`config.mk`:
```
export PLATFORM = sky130hd
export DESIGN_NAME = applesingle_header_stripper
export DESIGN_NICKNAME = d
export VERILOG_FILES = /design/src/hw/rtl/ash_pkg.sv /design/src/hw/rtl/applesingle_header_stripper.sv /design/src/hw/rtl/ash_core.sv /design/src/hw/rtl/ash_outreg.sv
export SDC_FILE = /design/constraint.sdc
export NUM_CORES = 1
export LEC_CHECK = 0
export BUFFER_PORTS_ARGS = -buffer_cell sky130_fd_sc_hd__buf_4
export CAP_MARGIN = 15
export CORE_MARGIN = 1
export CORE_UTILIZATION = 40
export DETAILED_ROUTE_END_ITERATION = 16
export PLACE_DENSITY_LB_ADDON = 0.25
export SLEW_MARGIN = 5
export SYNTH_ARGS = -nofsm -noshare
export SYNTH_HDL_FRONTEND = slang
export SYNTH_SLANG_ARGS = --single-unit
```
`constraint.sdc`:
```
create_clock -name i_clk -period 11.15 [get_ports i_clk]
set_input_delay 3.345 -clock i_clk [delete_from_list [all_inputs] [get_ports i_clk]]
set_output_delay 3.345 -clock i_clk [all_outputs]
set_load 0.005 [all_outputs]
```
`src/hw/rtl/ash_pkg.sv`:
```
package ash_pkg;

    // Width of stream offsets and of the byte counter
    localparam int OFFSET_WIDTH = 32;

    typedef logic [OFFSET_WIDTH-1:0] t_off;

    localparam t_off SKIP_LAST        = t_off'(8'h19);
    localparam int   MAP_RECORD       = 12;
    localparam int   MAP_POS_W        = $clog2(MAP_RECORD);
    localparam int   TC_LEN           = 8;
    localparam t_off TC_LEN_OFF       = t_off'(TC_LEN);
    localparam t_off OFF_MAX          = {OFFSET_WIDTH{1'b1}};

    typedef logic [MAP_POS_W-1:0] t_map_pos;

    localparam logic [1:0] KIND_DATA = 2'd0;
    localparam logic [1:0] KIND_NAME = 2'd1;
    localparam logic [1:0] KIND_TC   = 2'd2;
    localparam logic [1:0] KIND_HDR  = 2'd3;

    typedef struct packed {
        logic [1:0] kind;
        logic [7:0] data_byte;
        logic [7:0] index;
        logic       name_last;
        logic       chunk_end;
    } t_result;

    // Fit a 32-bit map word into the offset width (truncate or zero-extend)
    function automatic t_off to_off(input logic [31:0] word);
        logic [OFFSET_WIDTH+31:0] ext;
        ext = {{OFFSET_WIDTH{1'b0}}, word};
        return ext[OFFSET_WIDTH-1:0];
    endfunction

    localparam t_off NAME_START_RESET = to_off(32'h7FFF_FFFF);

endpackage

```
`src/hw/rtl/applesingle_header_stripper.sv`:
```
// AppleSingle header stripper.
// Input channel: i_in_valid / o_in_stall carry one item per stream byte
// (i_data_byte, i_chunk_last) or a restart item (i_req_type = 1). An item is
// taken at a rising edge with i_in_valid high and o_in_stall low.
// Output channel: o_out_valid / i_out_stall carry one result per stream
// byte: o_out_kind (0 file data, 1 name byte, 2 type/creator byte, 3 header
// byte consumed), o_out_byte, o_out_index, o_name_last, o_chunk_end.
// A restart item yields no result; it returns all header state to reset.
// Path: a stream byte is held in the input register, parsed there and
// its result loaded into the output register, i.e. two register stages deep.
// Throughput: one item per cycle unless the receiver stalls; the input
// register and the output register decouple the sides, and the parser
// updates its counters and offsets in the same cycle it classifies a byte.
// When the receiver stalls, the output register holds its result, the
// parse stage waits and the input register fills, then o_in_stall rises.
// A restart item still drains while the output is stalled.
// Reset (i_rst_n low, synchronous) empties both registers and puts the
// parser back in its start state: byte count 0, no entry map seen.
module applesingle_header_stripper (
    input  logic       i_clk,
    input  logic       i_rst_n,
    input  logic       i_in_valid,
    output logic       o_in_stall,
    input  logic       i_req_type,
    input  logic [7:0] i_data_byte,
    input  logic       i_chunk_last,
    output logic       o_out_valid,
    input  logic       i_out_stall,
    output logic [1:0] o_out_kind,
    output logic [7:0] o_out_byte,
    output logic [7:0] o_out_index,
    output logic       o_name_last,
    output logic       o_chunk_end
);
    import ash_pkg::*;

    logic       r_in_valid;
    logic       r_in_req_type;
    logic [7:0] r_in_data_byte;
    logic       r_in_chunk_last;

    logic       out_ready;
    logic       fire;
    logic       in_ready;
    logic       in_accept;
    t_result    core_res;
    t_result    out_res;

    // Advance the held item: a restart needs no output room
    assign fire      = r_in_valid && (r_in_req_type || out_ready);
    assign in_ready  = !r_in_valid || fire;
    assign in_accept = i_in_valid && in_ready;
    assign o_in_stall = !in_ready;

    always_ff @(posedge i_clk) begin
        if (!i_rst_n) begin
            r_in_valid <= 1'b0;
        end else if (in_ready) begin
            r_in_valid <= i_in_valid;
        end
    end

    // Capture the item payload only when a new item comes in
    always_ff @(posedge i_clk) begin
        if (in_accept) begin
            r_in_req_type   <= i_req_type;
            r_in_data_byte  <= i_data_byte;
            r_in_chunk_last <= i_chunk_last;
        end
    end

    ash_core u_core (
        .i_clk        (i_clk),
        .i_rst_n      (i_rst_n),
        .i_fire       (fire),
        .i_restart    (r_in_req_type),
        .i_data_byte  (r_in_data_byte),
        .i_chunk_last (r_in_chunk_last),
        .o_res        (core_res)
    );

    ash_outreg u_outreg (
        .i_clk   (i_clk),
        .i_rst_n (i_rst_n),
        .i_load  (fire && !r_in_req_type),
        .i_res   (core_res),
        .i_stall (i_out_stall),
        .o_ready (out_ready),
        .o_valid (o_out_valid),
        .o_res   (out_res)
    );

    assign o_out_kind  = out_res.kind;
    assign o_out_byte  = out_res.data_byte;
    assign o_out_index = out_res.index;
    assign o_name_last = out_res.name_last;
    assign o_chunk_end = out_res.chunk_end;

    a_fire_needs_item: assert property (@(posedge i_clk) disable iff (!i_rst_n)
        fire |-> r_in_valid)
        else $error("parse stage fired without an item");

    a_stall_holds_item: assert property (@(posedge i_clk) disable iff (!i_rst_n)
        r_in_valid && !fire |=> r_in_valid && $stable(r_in_data_byte)
                                && $stable(r_in_req_type))
        else $error("waiting item lost in input register");

    a_byte_result: assert property (@(posedge i_clk) disable iff (!i_rst_n)
        fire && !r_in_req_type |=> o_out_valid && o_out_byte == $past(r_in_data_byte))
        else $error("stream byte did not reach the output");

endmodule

```
`src/hw/rtl/ash_core.sv`:
```
module ash_core (
    input  logic             i_clk,
    input  logic             i_rst_n,
    input  logic             i_fire,
    input  logic             i_restart,
    input  logic [7:0]       i_data_byte,
    input  logic             i_chunk_last,
    output ash_pkg::t_result o_res
);
    import ash_pkg::*;

    localparam t_map_pos POS_ID   = t_map_pos'(3);
    localparam t_map_pos POS_OFF  = t_map_pos'(7);
    localparam t_map_pos POS_LEN  = t_map_pos'(11);
    localparam t_map_pos POS_LAST = t_map_pos'(MAP_RECORD - 1);

    localparam logic [31:0] ID_DATA = 32'd1;
    localparam logic [31:0] ID_NAME = 32'd3;
    localparam logic [31:0] ID_TC   = 32'd9;

    t_off        r_byte_count, n_byte_count;
    t_off        r_name_start, n_name_start;
    t_off        r_name_stop,  n_name_stop;
    t_off        r_tc_start,   n_tc_start;
    t_off        r_data_start, n_data_start;
    logic [31:0] r_entry_id,   n_entry_id;
    logic [31:0] r_word,       n_word;
    t_map_pos    r_map_pos,    n_map_pos;
    logic        r_done,       n_done;

    logic [31:0] word;
    t_off        name_diff;
    t_off        tc_diff;
    logic [1:0]  kind;
    logic [7:0]  index;
    logic        last;

    always_comb begin
        n_byte_count = r_byte_count;
        n_name_start = r_name_start;
        n_name_stop  = r_name_stop;
        n_tc_start   = r_tc_start;
        n_data_start = r_data_start;
        n_entry_id   = r_entry_id;
        n_word       = r_word;
        n_map_pos    = r_map_pos;
        n_done       = r_done;
        kind         = KIND_HDR;
        index        = 8'd0;
        last         = 1'b0;
        name_diff    = r_byte_count - r_name_start;
        tc_diff      = r_byte_count - r_tc_start;

        case (r_map_pos[1:0])
            2'd0:    word = {i_data_byte, 24'd0};
            2'd1:    word = r_word | {8'd0, i_data_byte, 16'd0};
            2'd2:    word = r_word | {16'd0, i_data_byte, 8'd0};
            default: word = r_word | {24'd0, i_data_byte};
        endcase

        if (r_done) begin
            kind = KIND_DATA;
        end else begin
            if (r_byte_count <= SKIP_LAST) begin
                kind = KIND_HDR;
            end else if (r_byte_count < r_name_start) begin
                // entry map: id, offset, length words of 12-byte records
                n_word    = word;
                n_map_pos = (r_map_pos == POS_LAST) ? '0 : r_map_pos + t_map_pos'(1);
                if (r_map_pos == POS_ID) begin
                    n_entry_id = word;
                end else if (r_map_pos == POS_OFF) begin
                    if (r_entry_id == ID_DATA) begin
                        n_data_start = to_off(word);
                    end else if (r_entry_id == ID_NAME) begin
                        n_name_start = to_off(word);
                    end else if (r_entry_id == ID_TC) begin
                        n_tc_start = to_off(word);
                    end
                end else if (r_map_pos == POS_LEN) begin
                    if (r_entry_id == ID_NAME) begin
                        n_name_stop = r_name_start + to_off(word);
                    end
                end
            end else if (r_byte_count < r_name_stop) begin
                kind  = KIND_NAME;
                index = (|name_diff[OFFSET_WIDTH-1:8]) ? 8'hFF : name_diff[7:0];
                last  = (r_byte_count == r_name_stop - t_off'(1));
            end else if (r_byte_count >= r_tc_start && tc_diff < TC_LEN_OFF) begin
                kind  = KIND_TC;
                index = {5'd0, tc_diff[2:0]};
            end else if (r_byte_count == r_data_start) begin
                kind   = KIND_DATA;
                n_done = 1'b1;
            end
            if (!n_done && r_byte_count != OFF_MAX) begin
                n_byte_count = r_byte_count + t_off'(1);
            end
        end
    end

    always_ff @(posedge i_clk) begin
        if (!i_rst_n) begin
            r_byte_count <= '0;
            r_name_start <= NAME_START_RESET;
            r_name_stop  <= '0;
            r_tc_start   <= '0;
            r_data_start <= '0;
            r_entry_id   <= '0;
            r_word       <= '0;
            r_map_pos    <= '0;
            r_done       <= 1'b0;
        end else if (i_fire) begin
            if (i_restart) begin
                r_byte_count <= '0;
                r_name_start <= NAME_START_RESET;
                r_name_stop  <= '0;
                r_tc_start   <= '0;
                r_data_start <= '0;
                r_entry_id   <= '0;
                r_word       <= '0;
                r_map_pos    <= '0;
                r_done       <= 1'b0;
            end else begin
                r_byte_count <= n_byte_count;
                r_name_start <= n_name_start;
                r_name_stop  <= n_name_stop;
                r_tc_start   <= n_tc_start;
                r_data_start <= n_data_start;
                r_entry_id   <= n_entry_id;
                r_word       <= n_word;
                r_map_pos    <= n_map_pos;
                r_done       <= n_done;
            end
        end
    end

    assign o_res.kind      = kind;
    assign o_res.data_byte = i_data_byte;
    assign o_res.index     = index;
    assign o_res.name_last = last;
    assign o_res.chunk_end = i_chunk_last;

    a_done_sticky: assert property (@(posedge i_clk) disable iff (!i_rst_n)
        r_done && !(i_fire && i_restart) |=> r_done)
        else $error("header done flag dropped without restart");

    a_map_pos_range: assert property (@(posedge i_clk) disable iff (!i_rst_n)
        r_map_pos <= POS_LAST)
        else $error("entry map position out of record");

    a_done_is_data: assert property (@(posedge i_clk) disable iff (!i_rst_n)
        r_done |-> kind == KIND_DATA && index == 8'd0)
        else $error("byte after header not passed as file data");

    a_last_in_name: assert property (@(posedge i_clk) disable iff (!i_rst_n)
        last |-> kind == KIND_NAME)
        else $error("name last mark outside name");

    a_count_frozen: assert property (@(posedge i_clk) disable iff (!i_rst_n)
        r_done && !(i_fire && i_restart) |=> $stable(r_byte_count))
        else $error("byte count moved after header");

endmodule

```
`src/hw/rtl/ash_outreg.sv`:
```
module ash_outreg (
    input  logic             i_clk,
    input  logic             i_rst_n,
    input  logic             i_load,
    input  ash_pkg::t_result i_res,
    input  logic             i_stall,
    output logic             o_ready,
    output logic             o_valid,
    output ash_pkg::t_result o_res
);
    import ash_pkg::*;

    logic    r_valid;
    t_result r_res;

    // Take a new result when empty or when the current one leaves
    assign o_ready = !r_valid || !i_stall;

    always_ff @(posedge i_clk) begin
        if (!i_rst_n) begin
            r_valid <= 1'b0;
        end else if (o_ready) begin
            r_valid <= i_load;
        end
    end

    always_ff @(posedge i_clk) begin
        if (i_load && o_ready) begin
            r_res <= i_res;
        end
    end

    assign o_valid = r_valid;
    assign o_res   = r_res;

    a_load_has_room: assert property (@(posedge i_clk) disable iff (!i_rst_n)
        i_load |-> o_ready)
        else $error("result loaded into full output register");

    a_load_shows: assert property (@(posedge i_clk) disable iff (!i_rst_n)
        i_load |=> r_valid && r_res == $past(i_res))
        else $error("loaded result not presented");

    a_held_on_stall: assert property (@(posedge i_clk) disable iff (!i_rst_n)
        r_valid && i_stall |=> r_valid && $stable(r_res))
        else $error("stalled result lost");

endmodule
```
==> results of run 1 <==
sequential cells by signal (all words and copies together), names as in the netlist, 4 cells and up:
register and cells:
u_core.r_entry_id 32, u_core.r_byte_count 32, u_core.r_name_start 32, u_core.r_data_start 32
u_core.r_tc_start 32, u_core.r_word 32, u_core.r_map_pos 4, u_outreg.o_res 20
r_in_data_byte 8, u_core.r_name_stop 32
final timing paths:
kind	startpoint	depth (start not counted)	to	slack [ps]
worst max-delay path	i_out_stall	4	o_in_stall	3580
worst min-delay path	r_in_chunk_last$_DFFE_PP_	0	u_outreg.o_res[0]$_DFFE_PP_	440
worst max register to register	u_core.r_map_pos[0]$_SDFFE_PN0P_	18	u_core.r_name_stop[26]$_SDFFE_PN0P_	5520
worst min register to register	r_in_chunk_last$_DFFE_PP_	0	u_outreg.o_res[0]$_DFFE_PP_	440
synth_stat cells, types with 6 or more instances:
master	count	area, um^2
a21oi_1	207	1040
xor2_1	32	280
a21o_1	41	308
nand3_1	59	295
o311ai_0	7	61.3
nand2_1	298	1120
o21ai_0	132	661
o2111ai_1	7	61.3
o21bai_1	11	82.6
nor4_1	27	169
or3_1	43	269
xnor2_1	81	709
nand3b_1	31	233
o21a_1	23	173
and3_1	23	144
a31oi_1	54	338
o211ai_1	15	113
a2111oi_0	8	70.1
buf_1	6	22.5
nand2b_1	25	156
and2_1	8	50.1
and4_1	15	131
nand4_1	64	400
buf_2	13	65.1
clkbuf_1	115	432
a211oi_1	21	158
mux2i_1	106	1060
nand4b_1	6	52.6
nor3_1	85	425
o31ai_1	10	75.1
nor2_1	134	503
dfxtp_1	231	4620
a22o_1	9	78.8
nor2b_1	34	213
or4_1	8	60.1
edfxtp_1	30	901
ha_1	135	1690
nor3b_1	8	60.1
nor4b_1	9	78.8
inv_1	130	488
power by group through the flow:
stage	Sequential [W]	Combinational (W)	Clock, W
2_1_floorplan	0.000990	0.000175	0
3_3_place_gp	0.000996	0.000234	0
3_5_place_dp	0.000996	0.000237	0
4_1_cts	0.000975	0.000239	0.00107
5_1_grt	0.000977	0.000264	0.00111
6_report	0.000976	0.000243	0.00106
layer usage:
metal	up-vias	GRT usage (%)	routed length [um]	share of wire, %
li1	8621	-	-	-
met1	8750	38.0	29300	44
met2	798	42.2	28700	43
met3	129	4.22	5700	8.6
met4	2	9.56	2380	3.6
met5	-	0.938	60	0.091
cells by family after synthesis:
| logic type | count (synthesis) | share of synthesized area, % |
|---|---|---|
| muxes | 111 | 5.97 |
| buffers and inverters | 265 | 5.44 |
| and+or+nand+nor | 897 | 24.4 |
| DFF | 261 | 29.5 |
| AOI/OAI and AO/OA | 601 | 20.0 |
| adders and majority gates | 138 | 9.35 |
| xor gates and xnor gates | 113 | 5.29 |
through the flow:
| stage | instances | util, % | area [um^2] | total power [W] |
|---|---|---|---|---|
| global placement | 2931 | 42.8 | 19600 | 0.00123 |
| global route | 2988 | 45.2 | 20700 | 0.00236 |
| floorplan | 2386 | - | 18700 | 0.00116 |
| CTS | 2987 | 45.1 | 20600 | 0.00229 |
| detailed placement | 2931 | 42.8 | 19600 | 0.00123 |
| finish | 2989 | 45.2 | 20700 | 0.00228 |
cell type report:
type	instances	area share (%)
antenna	1	0.0121
clock buffer	42	4.14
clock inverter	14	1.02
inverter	130	2.36
multi-input combinational	1860	59.1
sequential	261	26.7
tap	600	3.63
timing repair buffer	81	3.00
worst reg2reg max path, delay by kind of cell, from the launching register on:
family	cells	cell delay, ps
DFF	1	350
buffers and inverters	2	180
AOI/OAI and AO/OA	6	2200
and+or+nand+nor	6	1330
xor gates and xnor gates	1	310
adders and majority gates	3	1090
==> impl_metrics.csv, run 1 <==
group,metric,value,unit
run_status,status,"finished clean",
placement,post-place-ws,3580,ps
global_route,grt_pass1_vias,16800,
power_and_ir_drop,p_seq_share,42.8,%
cells_and_area,mostFrequentLayoutCells,"298 x nand2_1, 231 x dfxtp_1, 207 x a21oi_1",
route,wl,66100,um
sta,hold_slack,436,ps
logic_synthesis,synth_nets,2538,
logic_synthesis,ys_warn_count,0,
flow_run,drv_cap,0,
critical_path,required,7810,ps
critical_path,critPathMaxStageDelay,400,ps
placement,portBuffers,35,
global_route,grt-ovfl-total,0,
critical_path,worstPathCellList,"buf_4 -> nand2_1 -> nor3b_1 -> buf_4",
logic_synthesis,synth-edff-count,30,
sta,final_max_slew_viol_count,0,
logic_synthesis,syn_inst,2386,
critical_path,path_delay_family,"simple AND/OR/NAND/NOR gates",
route,postRouteAntennaNets,0,
floorplanning,die_h,218,um
logic_synthesis,yosysSeqAreaShare,29.5,%
logic_synthesis,postSynthAreaPerCell,7.84,um^2
power_and_ir_drop,leakage,8.26,nW
critical_path,critPathArrivalTime,4220,ps
clocking,tritoncts,"done",
placement,gp_congestion,0.943,
clocking,post_cts_resized,0,
critical_path,endpoint_kind,"output pin",
critical_path,startpoint_type,"input port",
sta,fin_ws,3580,ps
cells_and_area,ff_latch_area,5530,um^2
cells_and_area,mostFrequentLayoutCell,"nand2_1",
critical_path,crit_top_cell,"buf_4",
sta,tns,0,ps
clocking,worstSkewPairLatency,600,ps
cells_and_area,fillers,4472,
floorplanning,die_area,47600,um^2
critical_path,path_class,"in -> out",
power_and_ir_drop,clkPwrFrac,46.5,%
cells_and_area,multiInputGateArea,12200,um^2
sta,setup_viol_count_final,0,
logic_synthesis,ys_ff_latch,261,
clocking,clock-sinks,261,
power_and_ir_drop,p_switching,0.000600,W
logic_synthesis,syn-cell-area,18700,um^2
route,drtPass1Iterations,6,
sta,finalCritPeriodShare,67.9,%
floorplanning,core_area,45800,um^2
power_and_ir_drop,p_int,0.00168,W
floorplanning,rows,78,
critical_path,critPathSlowestCell,"nor3b_1",
sta,finClkSkew,21.2,ps
clocking,cts-htree-levels,1,
sta,rsz0062_at_grt,"false",
power_and_ir_drop,p_sw_share,26.3,%
sta,clock.fmax,0.132,GHz
cells_and_area,final_nets,2516,
route,vias,18300,
clocking,ctsHoldBuffers,0,
cells_and_area,drive_above_1_share,7.12,%
global_route,grt_first_pass_wirelength,100000,um
critical_path,cp_max_fo,5,
critical_path,path_buf_inv,2,
clocking,root_buffer,"clkbuf_16",
hold_path,worstHoldPathType,"reg -> reg",
global_route,grt_usage,27.2,%
sta,relSlewSlack,15.8,%
global_route,grt_max_degree,67,
clocking,cts_buffers,30,
route,drtIter0Drc,2083,
clocking,clockBufferDepth,3,
clocking,post_cts_buffers,0,
power_and_ir_drop,powerDensity,110,nW/um^2
logic_synthesis,ys_types,83,
floorplanning,io_pins,36,
logic_synthesis,synthArstFlopShare,0,%
floorplanning,die_w,218,um
sta,hold_violations,0,
global_route,antenna_found_initial,1,
cells_and_area,areaGrowthSynthToFinish,10.5,%
sta,finalCriticalPeriod,7570,ps
clocking,clk_pin_slew,60,ps
power_and_ir_drop,combPwrFrac,10.6,%
placement,dp_hpwl,48300,um
floorplanning,initial_core_util,40.9,%
logic_synthesis,ys.flop_type,"dfxtp_1",
sta,tightest_slew,1260,ps
route,route.detailed.drc,0,
power_and_ir_drop,irDropWorstVdd,0.000117,V
route,wire_per_inst,22.1,um
route,avgViaCountPerCell,6.12,
Power figures use the tool's default switching activity.
==> run 2, diff against run 1 <==
- clock period: 11.15 -> 7.36 ns (I/O delays scaled with it)
==> run 2 against run 1 <==
  * Sequential power increased by 52%
  * Final cell count decreased by 0.43%
  * Clock skew increased by 4.7 ps
  * Combinational power increased by 51%
  * Via count decreased by 1.4%
  * Routed wire length decreased by 1.4%
  * Critical path depth increased by 14
==> impl_metrics.csv, run 2 (synthesis results as in run 1) <==
group,metric,value,unit
run_status,status,"finished clean",
floorplanning,rows,78,
power_and_ir_drop,p_switching,0.000900,W
global_route,met2_usage,40.5,%
sta,rsz0062_at_grt,"false",
clocking,worstSkewPairLatency,600,ps
sta,finalCritPeriodShare,75.0,%
critical_path,critPathSlowestCell,"ha_1",
critical_path,critPathArrivalTime,6020,ps
route,route.detailed.drc,0,
cells_and_area,fillers,4471,
power_and_ir_drop,combPwrFrac,11.0,%
floorplanning,die_area,47600,um^2
sta,clock.fmax,0.181,GHz
clocking,tritoncts,"done",
power_and_ir_drop,p_seq_share,44.4,%
power_and_ir_drop,clkPwrFrac,44.7,%
critical_path,path_delay_family,"compound AO/OA/AOI/OAI gates",
critical_path,worst-path-stages,18,
route,drtIter0Drc,2038,
clocking,clk_pin_slew,60,ps
critical_path,critPathMaxStageDelay,720,ps
placement,post-place-ws,1930,ps
global_route,grt_use_met3,2.87,%
global_route,use_met1,38.2,%
critical_path,path_class,"reg -> reg",
clocking,root_buffer,"clkbuf_16",
route,wl,65200,um
clocking,cts-htree-levels,1,
hold_path,whs_path_depth,0,
global_route,busiest_layer,"met2",
hold_path,worstHoldPathType,"reg -> reg",
clocking,post_cts_buffers,0,
route,postRouteAntennaNets,0,
sta,hold_violations,0,
global_route,grt_pass1_vias,16600,
floorplanning,core_area,45800,um^2
cells_and_area,areaGrowthSynthToFinish,9.68,%
power_and_ir_drop,p_sw_share,26.9,%
placement,portBuffers,35,
route,drtPass1Iterations,6,
clocking,clockBufferDepth,3,
critical_path,reg2reg_depth,18,
clocking,post_cts_resized,0,
floorplanning,initial_core_util,40.9,%
clocking,cts_buffers,29,
global_route,grt_usage,26.8,%
cells_and_area,multiInputGateArea,12200,um^2
critical_path,cp_max_fo,24,
power_and_ir_drop,powerDensity,163,nW/um^2
sta,tightest_slew,1160,ps
critical_path,required,7860,ps
cells_and_area,ff_latch_area,5530,um^2
placement,dp_hpwl,48000,um
sta,finClkSkew,25.8,ps
sta,finalCriticalPeriod,5520,ps
global_route,grt_max_degree,90,
sta,setup_viol_count_final,0,
sta,relSlewSlack,22.7,%
sta,final_max_slew_viol_count,0,
critical_path,path_buf_inv,1,
sta,tns,0,ps
critical_path,startpoint_type,"flop",
route,avgViaCountPerCell,6.06,
cells_and_area,mostFrequentLayoutCell,"nand2_1",
route,wire_per_inst,21.9,um
floorplanning,io_pins,36,
clocking,clock-sinks,261,
clocking,ctsHoldBuffers,0,
floorplanning,die_h,218,um
cells_and_area,drive_above_1_share,6.52,%
cells_and_area,diodes,0,
power_and_ir_drop,leakage,8.17,nW
route,vias,18000,
flow_run,drv_cap,0,
critical_path,worstPathCellList,"ha_1 -> or2_2 -> nor2_1 -> nor2_1 -> ha_1 -> inv_1 -> fa_1 -> nor2b_1 -> o31ai_1 -> a311oi_1 -> nor4b_1 -> o21ai_0 -> a21oi_1 -> o311ai_0 -> a21o_1 -> a21oi_1 -> xor2_1 -> o21ai_0",
cells_and_area,mostFrequentLayoutCells,"298 x nand2_1, 231 x dfxtp_1, 207 x a21oi_1",
sta,fin_ws,1840,ps
floorplanning,die_w,218,um
global_route,grt-ovfl-total,0,
power_and_ir_drop,p_int,0.00244,W
cells_and_area,final_nets,2506,
critical_path,endpoint_kind,"flop",
global_route,antenna_found_initial,0,
power_and_ir_drop,irDropWorstVdd,0.000172,V
placement,gp_congestion,0.958,
global_route,grt_first_pass_wirelength,98700,um
[run 2: cell count changes in the layout (fill, tap and decap cells not counted), sizes merged]
cell / delta
inv: +3
buf: -9
clkinv: -1
diode: -1
clkinvlp: +1
clkbuf: -4
bufinv: -2
[run 2: per-layer routing]
layer / part of all wire [%] / wire (um)
met2: 43 / 27700
met4: 4.7 / 3080
met5: 0 / 0
met1: 46 / 29800
met3: 7.0 / 4590
[run 2: power groups by stage]
stage	Clock (W)	Combinational, W	Sequential, W
6_report	0.00149	0.000366	0.00148
5_1_grt	0.00157	0.000401	0.00148
4_1_cts	0.00152	0.000359	0.00148
3_5_place_dp	0	0.000358	0.00151
3_3_place_gp	0	0.000352	0.00151
2_1_floorplan	0	0.000265	0.00150
[run 2: worst reg2reg max path, cell delays in order (launching register included)]
cell and delay [ps]:
dfxtp_1 400, ha_1 720, or2_2 340, nor2_1 180, nor2_1 320, ha_1 260
inv_1 60, fa_1 380, nor2b_1 220, o31ai_1 160, a311oi_1 380, nor4b_1 100
o21ai_0 450, a21oi_1 190, o311ai_0 690, a21o_1 220, a21oi_1 70, xor2_1 150
o21ai_0 130
[run 2: per-stage QoR]
stage | hold WS, ps | area [um^2] | power, W | instances | utilization [%]
3_3_place_gp | 412 | 19500 | 0.00187 | 2920 | 42.6
4_1_cts | 443 | 20500 | 0.00336 | 2973 | 44.7
5_1_grt | 460 | 20500 | 0.00346 | 2976 | 44.8
3_5_place_dp | 419 | 19500 | 0.00187 | 2920 | 42.6
2_1_floorplan | 400 | 18700 | 0.00176 | 2386 | -
6_report | 452 | 20500 | 0.00334 | 2976 | 44.8
[run 2: worst paths after layout]
| path | start | endpoint | slack [ps] |
|---|---|---|---|
| setup / recovery | u_core.r_map_pos[1]$_SDFFE_PN0P_ | u_core.r_name_stop[28]$_SDFFE_PN0P_ | 1840 |
| hold / removal | r_in_chunk_last$_DFFE_PP_ | u_outreg.o_res[0]$_DFFE_PP_ | 450 |
| setup reg to reg | u_core.r_map_pos[1]$_SDFFE_PN0P_ | u_core.r_name_stop[28]$_SDFFE_PN0P_ | 1840 |
| hold reg to reg | r_in_chunk_last$_DFFE_PP_ | u_outreg.o_res[0]$_DFFE_PP_ | 450 |
[run 2: area by class of cell]
class	instances	share of cell area [%]
Multi-Input combinational cell	1860	59.5
Sequential cell	261	26.9
Clock buffer	38	3.95
Tap cell	600	3.66
Timing Repair Buffer	72	2.79
Inverter	130	2.38
Clock inverter	15	0.781
